--- src/rtl/lkc_pkg.sv ---
`default_nettype none

package lkc_pkg;

	localparam int CAPACITY = 256;
	localparam int KEY_W    = 32;
	localparam int CNT_W    = $clog2(CAPACITY + 1);
	localparam int FILL_W   = 9;
	localparam int LVL_N    = $clog2(CAPACITY);

	typedef logic [KEY_W-1:0] key_t;
	typedef logic [CNT_W-1:0] cnt_t;

	typedef struct packed {
		logic cmp;
		logic active;
		logic shift;
	} cell_ctl_t;

	typedef enum logic [1:0] {
		ST_IDLE = 2'b01,
		ST_UPD  = 2'b10
	} state_t;

endpackage

`default_nettype wire

--- src/rtl/lkc_prefix.sv ---
`default_nettype none

module lkc_prefix import lkc_pkg::*; (
	input  wire  [CAPACITY-1:0] m,
	output logic [CAPACITY-1:0] earlier
);

	// exclusive prefix OR: earlier[i] = |m[i-1:0]
	logic [CAPACITY-1:0] lvl [0:LVL_N];

	assign lvl[0] = {m[CAPACITY-2:0], 1'b0};

	for (genvar k = 0; k < LVL_N; k++) begin : g_lvl
		for (genvar i = 0; i < CAPACITY; i++) begin : g_bit
			if (i >= (1 << k)) begin : g_or
				assign lvl[k+1][i] = lvl[k][i] | lvl[k][i - (1 << k)];
			end else begin : g_pass
				assign lvl[k+1][i] = lvl[k][i];
			end
		end
	end

	assign earlier = lvl[LVL_N];

endmodule

`default_nettype wire

--- config.mk ---
export PLATFORM = sky130hd
export DESIGN_NAME = lkc_prefix
export DESIGN_NICKNAME = d
export VERILOG_FILES = /design/src/rtl/lkc_pkg.sv /design/src/rtl/lkc_prefix.sv
export SDC_FILE = /design/constraint.sdc
export NUM_CORES = 1
export LEC_CHECK = 0
export BUFFER_PORTS_ARGS = -buffer_cell sky130_fd_sc_hd__buf_2
export CAP_MARGIN = 20
export CORE_AREA = 2 2 201 203
export DETAILED_ROUTE_END_ITERATION = 16
export DIE_AREA = 0 0 203 205
export SLEW_MARGIN = 20
export SYNTH_ARGS = -nofsm -noshare
export SYNTH_HDL_FRONTEND = slang
export SYNTH_SLANG_ARGS = --single-unit
--- constraint.sdc ---
create_clock -name vclk -period 2.9
set_input_delay 0.29 -clock vclk [all_inputs]
set_output_delay 0.29 -clock vclk [all_outputs]
set_load 0.01 [all_outputs]
==> results.txt <==
- The largest single stage delay on the critical path is 0.55 ns.
- Final-layout fill cell count: 4,537
- Synthesis-to-layout area growth: 119.7%
- For the pin with the worst max-slew slack, the measured transition is 1.102 ns.
- Starting utilization of the core area: 0.1349
- Drt via density: 5.184
- Final Hold Fails: 0
- Vert. Die Dim: 205 um
- Hold timing on the final database bottoms out at a slack of 0.8590 ns.
* Worst path required time: 2.61 ns
* Dominant cells by area after synthesis: nor4_1 (14%), nand3_1 (12%), or4_1 (11%)
- For this run, the number of Yosys warnings is 0.
- Switching share of power: 0.5971
- The worst hold path was traced through 3 stages.
- Number of sequential storage elements: 0
- For this design, the slowest cell found on the critical path is or4_4.
- Grouping stages by cell kind, the critical path spends the most delay in simple AND/OR/NAND/NOR gates.
- Fraction of layout cells with a size suffix above 1: 0.5533
- Max-cap violations in this run came to 0.
* Instance count of the mapped netlist: 946
* Worst slew margin relative to its limit: 0.2585
- The worst setup path is of the primary input to output port kind.
- For this design the static power due to leakage is 4.385 nW.
* Kind of start point of the critical path: primary input
* Clock buffers: 0
- Unrepaired setup endpoints after global routing: true
- Start point of the worst hold path: m[21]
- In this run the mean area of a mapped cell was 5.612 sq um.
- The via count of the first global-routing pass came to 11,730.
- Static timing analysis puts the maximum clock frequency at 0.3284 GHz.
* Portion of synthesized cell area occupied by the leading cell type: 0.1391
- Share of total power in combinational logic: 1.000
- The largest total area in the synthesized netlist belongs to nor4_1.
- Most frequent cells after synthesis: nor2_1 (130), nand3_1 (122), nor4_1 (118), nand2_1 (94), nor3_1 (83)
* Initial DRT Pass Iterations: 7
- Total I/O pin count: 512
* Design Power: 0.6473 mW
- The internal portion of the total power is 0.2608 mW.
- The final reports fail on negative setup slack.
* Total global routing overflow: 0
- The flow ran to the end, but the final reports show violations.
- Of all nets on the critical path, the largest fanout is 9.
* DPL Wire Length: 53.78 mm
- Final setup violation count: 70
- Die ar.: 41,620 sq um
- Die width: 203 um
- The final number of max-transition violations came to 0.
- Switching power of the nets: 0.3865 mW
- The initial antenna violation count is 14.
- After detailed routing, the average wire length per cell comes to 27.51 um.
* Most common cell in the synthesized netlist: nor2_1
- Levels on crit path: 12
- The first routing iteration left 816 violations.
* Cell breakdown of the critical path: buf_6 -> or4_4 -> nor4_4 -> and2_4 -> inv_6 -> nor3_4 -> inv_6 -> nor4b_4 -> buf_6 -> buf_12 -> nand4_1 -> buf_2
- Number of instances in the placed design: 2,206
- Placeable core region: 39,370 sq um
- At the end of the flow, the number of nets in the layout was 1,966.
- Crit path DAT: 2.76 ns
- First-pass GRT wire length: 82.81 mm
- Total number of vias: 11,610
- Number of library cell types mapped by synthesis: 37
* Hold crit path type: primary input to output port
* Minimum setup slack in the final design: -0.1453 ns
* Dpl cell area: 10,570 sq um
- The detail route stage leaves a number of antenna-violating nets equal to 0.
- The worst setup path is captured at an output port.
- Post-route cell area: 11,660 sq um
- Sequential share of power: 0
- Fin crit period: 3.045 ns
* IO Port Bufs: 510
* Power share of the clock group: 0
- Across every metal layer, demand over resource in global routing totals 0.2736.
- Mapped cell area: 5309 sq um
* Total wire length: 61.60 mm
- Final std cells w/o fill: 2,239
- Final-layout setup total negative slack: -4.606 ns
- Number of rows in the core area: 73
- Final weighted congestion in routability-driven placement: 0.9764
- Crit path launch: m[2]
- CP Buf/Inv Count: 6
- Sequential-to-total area share from yosys stat: 0
- Pin count of the biggest net entering global routing: 27
- Sequential cell area: 0 sq um
* Syn nets: 1,202
* DRC errors left: 0
* Worst vdd rail ir drop: 0.03122 mV
* Final cycle utilization of the critical path: 1.050
- Power per Cell Area: 55.51 nW/um^2
## through the flow
| stage | util | setup WS (ns) |
|---|---|---|
| 2_1_floorplan | - | -0.09326 |
| 3_3_place_gp | 0.2683 | -0.3504 |
| 4_1_cts | 0.2799 | -0.1450 |
| 6_report | 0.2962 | -0.1453 |
| 5_1_grt | 0.2961 | -0.2431 |
| 3_5_place_dp | 0.2685 | -0.3290 |
## kinds of logic (layout without fill, tap and decap cells)
kind of cell	count (synthesis)	after routing	synth area share
other	1	7	0.0007064
AND/OR/NAND/NOR	867	867	0.9373
buffers and inverters	78	840	0.06198
## what timing repair did
action	4_1_cts	5_1_grt
setup buffers	8	15
pin swaps	24	13
gates resized for setup	76	85
hold buffers	0	0
endpoints found under the setup margin	170	144
cloned	2	4
## layer usage
| metal | up-vias | part of all wire | wire (um) | GRT usage |
|---|---|---|---|---|
| li1 | 5263 | - | - | - |
| met1 | 5551 | 0.36 | 22170 | 0.2885 |
| met2 | 660 | 0.52 | 32230 | 0.5404 |
| met3 | 124 | 0.074 | 4555 | 0.05154 |
| met4 | 10 | 0.042 | 2582 | 0.08863 |
| met5 | - | 0.00094 | 58 | 0 |
## power groups by stage
stage / clock network (mW) / logic (mW) / registers (mW)
after detailed placement: 0 / 0.605 / 0
after CTS: 0 / 0.623 / 0
after global routing: 0.000000184 / 0.684 / 0
final: 0.000000277 / 0.647 / 0
after floorplan: 0 / 0.136 / 0
after global placement: 0 / 0.602 / 0
## area by class of cell
| cell class | instances | area [sq um] | area share |
|---|---|---|---|
| multi-input combinational | 868 | 5672 | 0.4864 |
| timing repair buffer | 800 | 5145 | 0.4412 |
| tap | 525 | 656.9 | 0.05633 |
| inverter | 39 | 161.4 | 0.01384 |
| antenna | 6 | 15.01 | 0.001288 |
| timing repair inverter | 1 | 11.26 | 0.0009657 |
## worst paths after layout
kind / endpoint
worst max-delay path: earlier[144]
worst min-delay path: earlier[22]
## placed cells by master, fill, tap and decap left out, types with 3 or more instances in the layout
cell       instances
nand4_1           66
clkbuf_16          3
nor4b_2            4
or2_2             25
nor3_1            74
nand3_2           20
and3_1            15
nor2_1           129
nor4bb_1           3
and2_1            11
buf_6             48
and4b_1            3
nor3_2             9
nand2_1           90
inv_1             31
or4_4             17
buf_4            260
nor4_2            21
nand3b_1           6
nor4b_1            7
nor4_4            16
and4_1            18
inv_2              4
nand3_1           95
nand4b_1          10
or3_1             48
buf_12             8
nor4b_4            3
nand3_4            7
nor4_1            86
or4_1             62
buf_2            480
diode_2            6
(Power assumes the default switching activity.)
