--- src/rtl/lkc_pkg.sv ---
`default_nettype none

package lkc_pkg;

	localparam int CAPACITY = 256;
	localparam int KEY_W    = 32;
	localparam int CNT_W    = $clog2(CAPACITY + 1);
	localparam int FILL_W   = 9;
	localparam int LVL_N    = $clog2(CAPACITY);

	typedef logic [KEY_W-1:0] key_t;
	typedef logic [CNT_W-1:0] cnt_t;

	typedef struct packed {
		logic cmp;
		logic active;
		logic shift;
	} cell_ctl_t;

	typedef enum logic [1:0] {
		ST_IDLE = 2'b01,
		ST_UPD  = 2'b10
	} state_t;

endpackage

`default_nettype wire

--- src/rtl/lkc_cell.sv ---
`default_nettype none

module lkc_cell import lkc_pkg::*; (
	input  wire            clk,
	input  wire cell_ctl_t ctl,
	input  wire key_t      probe,
	input  wire key_t      prev,
	output key_t           key,
	output logic           match
);

	key_t key_q;
	logic match_q;

	always_ff @(posedge clk) begin
		if (ctl.cmp) begin
			match_q <= ctl.active && (key_q == probe);
		end
		if (ctl.shift) begin
			key_q <= prev;
		end
	end

	assign key   = key_q;
	assign match = match_q;

endmodule

`default_nettype wire

--- config.mk ---
export PLATFORM = sky130hd
export DESIGN_NAME = lkc_cell
export DESIGN_NICKNAME = d
export VERILOG_FILES = /design/src/rtl/lkc_pkg.sv /design/src/rtl/lkc_cell.sv
export SDC_FILE = /design/constraint.sdc
export NUM_CORES = 1
export LEC_CHECK = 0
export BUFFER_PORTS_ARGS = -buffer_cell sky130_fd_sc_hd__buf_2
export CAP_MARGIN = 20
export CORE_MARGIN = 5
export CORE_UTILIZATION = 42
export CTS_CLUSTER_SIZE = 10
export DETAILED_ROUTE_END_ITERATION = 8
export PLACE_DENSITY = 0.79
export REMOVE_ABC_BUFFERS = 1
export SKIP_CTS_REPAIR_TIMING = 1
export SLEW_MARGIN = 20
export SYNTH_ARGS = -nofsm -noshare
export SYNTH_HDL_FRONTEND = slang
export SYNTH_SLANG_ARGS = --single-unit
--- constraint.sdc ---
create_clock -name clk -period 1.86 [get_ports clk]
set_input_delay 0.465 -clock clk [delete_from_list [all_inputs] [get_ports clk]]
set_output_delay 0.465 -clock clk [all_outputs]
set_load 0.05 [all_outputs]
==> results of run 1 <==
cell usage after synthesis (all sizes together):
| library cell | count | area, µm² |
|---|---|---|
| nand3 | 2 | 10.01 |
| edfxtp | 33 | 991.0 |
| nand4 | 1 | 6.260 |
| xnor2 | 1 | 8.760 |
| xor2 | 31 | 271.5 |
| nor4 | 7 | 43.79 |
| nor3 | 2 | 15.01 |
worst register-to-register path, delay by kind of cell, from the launching register on:
kind	cells	cell delay [ns]
xor gates and xnor gates	1	0.16
DFF	1	0.43
and+or+nand+nor	3	0.73
cell usage in the layout, fill, tap and decap left out, types with 2 or more instances in the layout:
cell,n
xor2_1,31
buf_2,100
edfxtp_1,33
nand3_1,2
nor4_1,7
clkbuf_4,5
worst max path at each step:
stage / start / end / slack [ns] / cells past startpoint
after floorplan: key[15]$_DFFE_PP_ / match$_DFFE_PP_ / 0.33 / 4
after global placement: probe[31] / match$_DFFE_PP_ / 0.25 / 5
after detailed placement: probe[31] / match$_DFFE_PP_ / 0.21 / 5
after CTS: key[31]$_DFFE_PP_ / match$_DFFE_PP_ / 0.36 / 4
after global routing: key[31]$_DFFE_PP_ / match$_DFFE_PP_ / 0.27 / 4
final: key[15]$_DFFE_PP_ / key[15] / 0.39 / 1
metrics by stage:
| step | hold slack, ns | cells | setup WS (ns) |
|---|---|---|---|
| after detailed placement | 0.6431 | 222 | 0.2073 |
| after global placement | 0.6415 | 222 | 0.2492 |
| after CTS | 0.2820 | 229 | 0.3572 |
| after floorplan | 0.5639 | 77 | 0.3254 |
| final | 0.3002 | 229 | 0.3950 |
| after global routing | 0.2641 | 229 | 0.2670 |
cell type report:
type | count | area [µm²]
Fill cell | 247 | 1082
Sequential cell | 33 | 991.0
Timing Repair Buffer | 101 | 520.5
Multi-Input combinational cell | 44 | 355.3
Tap cell | 44 | 55.05
Clock buffer | 5 | 37.54
Clock inverter | 2 | 11.26
where the power goes:
part	switching [mW]	internal, mW
registers	0.0361	0.884
logic	0.282	0.129
clock network	0.225	0.136
total	0.543	1.15
state kept, by name, summed over array words and instances, names as in the netlist:
signal and cells:
key 32, match 1
cells by family (layout without fill, tap and decap cells):
family                    after synthesis  in the layout  share of synthesized area, %
buffers and inverters                   0            108                             0
xor gates and xnor gates               32             32                         20.82
DFF                                    33             33                         73.61
and+or+nand+nor                        12             12                         5.576
routing by layer:
metal  up-vias  wire length (µm)  GRT usage (%)
li1        503                 -              -
met1       475              1098          15.56
met2        62              1580          26.24
met3         7               394          7.757
met4         0                68          7.614
met5         -                 0              0
==> results.yml, run 1 <==
status:
  status: "finished, final reports clean"
floorplan:
  die_area_mm2: 0.004438
  ios: 101
  die_width_um: 66.62
  die_h_um: 66.62
  rows: 20
  core_mm2: 0.003053
  start_util_pct: 44.10
worst_setup_path:
  reg2regPathDepth: 4
  criticalPathCategory: "reg2out"
  rr_endpoint: "match$_DFFE_PP_"
  cp_max_fo: 2
  worst-r2r-setup-slack_ns: 0.39
  worstPathCellList: "buf_2"
  cp.buffers_inverters: 1
  cp_slowest_cell: "edfxtp_1"
  worstPathRequired_ns: 1.39
  critPathArrivalTime_ns: 1.00
  rr_startpoint: "key[30]$_DFFE_PP_"
  cp_top_family: "flip-flops"
  critPathCaptureType: "output port"
  max_stage_delay_ns: 0.39
  startpoint_type: "flop"
pwr:
  p_per_area_mw_per_mm2: 858.3
  p_leak_nw: 0.8918
  finalPower_mw: 1.691
  irDropWorstVdd_mv: 0.5522
timing:
  relSlewSlack_pct: 73.83
  finalCritPeriodShare_pct: 78.76
  rsz0062_at_grt: "no"
  setup_viol: 0
  hold_viol: 0
  worstMarginPinSlew_ns: 0.3926
  setup_tns_ns: 0
  drv_slew: 0
  fin_skew_ns: 0.01122
  max_clock_freq_mhz: 682.6
  min_period_ns: 1.465
routing:
  ant_nets: 0
  vias: 1047
  routed_via_density: 4.572
  dr.pass1.iters: 4
  drt_iter0_drc: 14
  drc: 0
  wirelength_um: 3141
  routedWlPerCell_um: 13.72
run:
  drv_cap: 0
grt:
  gr-total-overflow: 0
  grt_pass1_vias: 1078
  antenna_found_initial: 0
  grt_max_degree: 18
  grt_pass1_wl_um: 4816
  grtUsageTotal_pct: 15.47
clocking:
  clk_latency_ns: 0.33
  cts_tree: "done"
  clkSlewWorstSetupHoldPaths_ns: 0.10
  cts_made_buffers: 5
  clk_path_buf_depth: 2
  h-tree-depth: 2
  clkSinkCount: 33
  cts.root.buffer_cell: "clkbuf_4"
worst_hold_path:
  whs_endpoint: "key[13]$_DFFE_PP_"
  hp-start: "prev[13]"
  hp-class: "in2reg"
  holdPathStages: 1
placed_design:
  post-dp-hpwl_um: 2671
  placed_cell_area_mm2: 0.001922
  portBuffers: 100
  place.gp.congestion: 0.7461
cells_and_area:
  antennaDiodeCount: 0
  final_core_util_pct: 64.55
  nets: 253
  drive_gt1_share_pct: 58.38
  syn2layout_area_growth_pct: 46.38
  fin_area_mm2: 0.001971
synth:
  synth_warnings: 0
  netlist_instances: 77
  syn-cell-area_mm2: 0.001346
  ys_seq_elements: 33
  ys_types: 8
  syn-mean-instance-area_um2: 17.48
  ys_seq_area_share_pct: 73.61
(Power assumes the default switching activity.)
==> run 2, diff against run 1 <==
- ABC_AREA: unset -> 1
- PLACE_DENSITY: 0.79 -> 0.76
- clock period: 1.86 -> 1.49 ns (I/O delays scaled with it)
==> run 2 against run 1 <==
Compared with the run above: global-route usage shrank 0.53 points; register-to-register slack lost 0.11 ns; power grew 39%; flip-flop and latch count is the same; sequential power grew 25%; sequential share of layout area shrank 5.9 points; clock-buffer cell count grew 1; combinational power grew 40%; final area grew 13%; critical path type unchanged; largest power group unchanged; highest routed layer unchanged.
==> results.yml, run 2 <==
timing:
  finalCritPeriodShare_pct: 87.88
  setup_tns_ns: 0
  rsz0062_at_grt: "no"
  hold_viol: 0
  fin_skew_ns: 0.004809
  worstMarginPinSlew_ns: 0.2657
  drv_slew: 0
  min_period_ns: 1.309
  setup_viol: 0
  max_clock_freq_mhz: 763.7
  relSlewSlack_pct: 82.41
synth:
  netlist_instances: 171
  synth_most_common_cell: "nand2_1"
  yosysTopAreaCellShare_pct: 63.06
  syn-cell-area_mm2: 0.001572
  yosys_most_used_dff: "edfxtp_1"
  synth_commonest_cells: "nand2_1, inv_1, edfxtp_1, nor2_1, o21ai_1"
  syn-mean-instance-area_um2: 9.190
  synth_warnings: 0
  ys_seq_elements: 33
  synth_edf_count: 33
  synth.area.top_cells: "edfxtp_1, nand2_1, inv_1"
  synthArstFlopShare_pct: 0
  ys_types: 14
  ys_seq_area_share_pct: 63.06
  synth_largest_area_cell: "edfxtp_1"
grt:
  grtUsageTotal_pct: 14.94
  gr-total-overflow: 0
  grt_pass1_wl_um: 5720
  antenna_found_initial: 0
  grt_max_degree: 33
  grt_pass1_vias: 1385
cells_and_area:
  antennaDiodeCount: 0
  mostFrequentLayoutCells: "buf_2, nand2_1, inv_1"
  num-fill-cells: 322
  syn2layout_area_growth_pct: 42.20
  final_common_cell: "buf_2"
  stdcell_count: 328
  largest_reg_flops: 32
  drive_gt1_share_pct: 40.71
  nets: 347
routing:
  dr.pass1.iters: 4
  routed_via_density: 4.201
  drt_iter0_drc: 67
  routedWlPerCell_um: 11.33
  wirelength_um: 3715
  vias: 1378
  ant_nets: 0
  drc: 0
pwr:
  p_leak_nw: 1.203
  irDropWorstVdd_mv: 0.7617
  p_per_area_mw_per_mm2: 1053
worst_setup_path:
  cp.buffers_inverters: 1
  startpoint_type: "flop"
  worstPathCellList: "buf_2"
  cp_max_fo: 3
  worstPathRequired_ns: 1.12
  rr_endpoint: "match$_DFFE_PP_"
  critPathArrivalTime_ns: 0.94
  rr_startpoint: "key[23]$_DFFE_PP_"
  worst-r2r-setup-slack_ns: 0.28
  reg2regPathDepth: 7
  cp_slowest_cell: "edfxtp_1"
  criticalPathCategory: "reg2out"
  cp_top_family: "flip-flops"
  max_stage_delay_ns: 0.37
  critPathCaptureType: "output port"
  critical_path_depth: 1
worst_hold_path:
  hp-start: "prev[27]"
  holdPathStages: 1
  whs_endpoint: "key[27]$_DFFE_PP_"
  hp-class: "in2reg"
floorplan:
  die_h_um: 71.17
  ios: 101
  rows: 22
  start_util_pct: 43.25
  core_mm2: 0.003633
  die_area_mm2: 0.005065
  die_width_um: 71.17
clocking:
  clkSlewWorstSetupHoldPaths_ns: 0.07
  clkSinkCount: 33
  clk_path_buf_depth: 2
  cts_tree: "done"
  h-tree-depth: 2
  cts.root.buffer_cell: "clkbuf_8"
  cts_made_buffers: 5
  clk_latency_ns: 0.28
placed_design:
  place_inst: 320
  post-dp-hpwl_um: 3056
  portBuffers: 100
  place.gp.congestion: 0.7444
run:
  drv_cap: 0
status:
  status: "finished, final reports clean"
## run 2: worst max path at each step
stage	slack, ns	endpoint	start
final	0.18	key[27]	key[27]$_DFFE_PP_
after global routing	0.13	key[21]	key[21]$_DFFE_PP_
after CTS	0.17	key[27]	key[27]$_DFFE_PP_
after detailed placement	0.25	match$_DFFE_PP_	probe[0]
after global placement	0.30	match$_DFFE_PP_	probe[17]
after floorplan	0.16	match$_DFFE_PP_	key[16]$_DFFE_PP_
## run 2: metrics by stage
stage	area, µm²	total power [mW]	util [%]	worst slack (ns)	hold slack [ns]
after global placement	2152	1.735	59.23	0.3037	0.5484
after floorplan	1572	1.540	-	0.1616	0.4714
final	2235	2.354	61.50	0.1805	0.2582
after CTS	2235	2.385	61.50	0.1714	0.2507
after detailed placement	2152	1.748	59.23	0.2512	0.5506
after global routing	2235	2.483	61.50	0.1283	0.2401
## run 2: area by class of cell
type	count	area, µm²	share of cell area (%)
clock buffers	6	72.57	3.247
flip-flops and latches	33	991.0	44.34
repair buffers	101	520.5	23.29
multi-input cells	99	434.2	19.43
inverters	39	146.4	6.551
clock inverters	2	10.01	0.4479
well taps	48	60.06	2.688
## run 2: kinds of logic (layout without fill, tap and decap cells)
kind of cell    after synthesis  after routing  share of synthesized area [%]
simple gates                 83             83                          20.46
buf+inv                      39            148                          9.315
flops                        33             33                          63.06
compound gates                8              8                          2.707
xor+xnor                      8              8                          4.459
## run 2: where the power goes
| part | switching [mW] | total, mW | internal (mW) |
|---|---|---|---|
| logic | 0.399 | 0.576 | 0.177 |
| registers | 0.0427 | 1.15 | 1.11 |
| clock network | 0.308 | 0.631 | 0.323 |
## run 2: routing by layer
metal	up-vias	share of wire (%)	wire length, µm	track usage [%]
li1	740	-	-	-
met1	575	35	1302	14.95
met2	52	53	1972	26.43
met3	11	8.3	310	4.403
met4	0	3.5	130	10.02
met5	-	0	0	0
## run 2: worst register-to-register path: cells and delay by family, from the launching register on
kind	cells	cell delay, ns
and+or+nand+nor	6	0.60
buffers and inverters	1	0.08
DFF	1	0.39
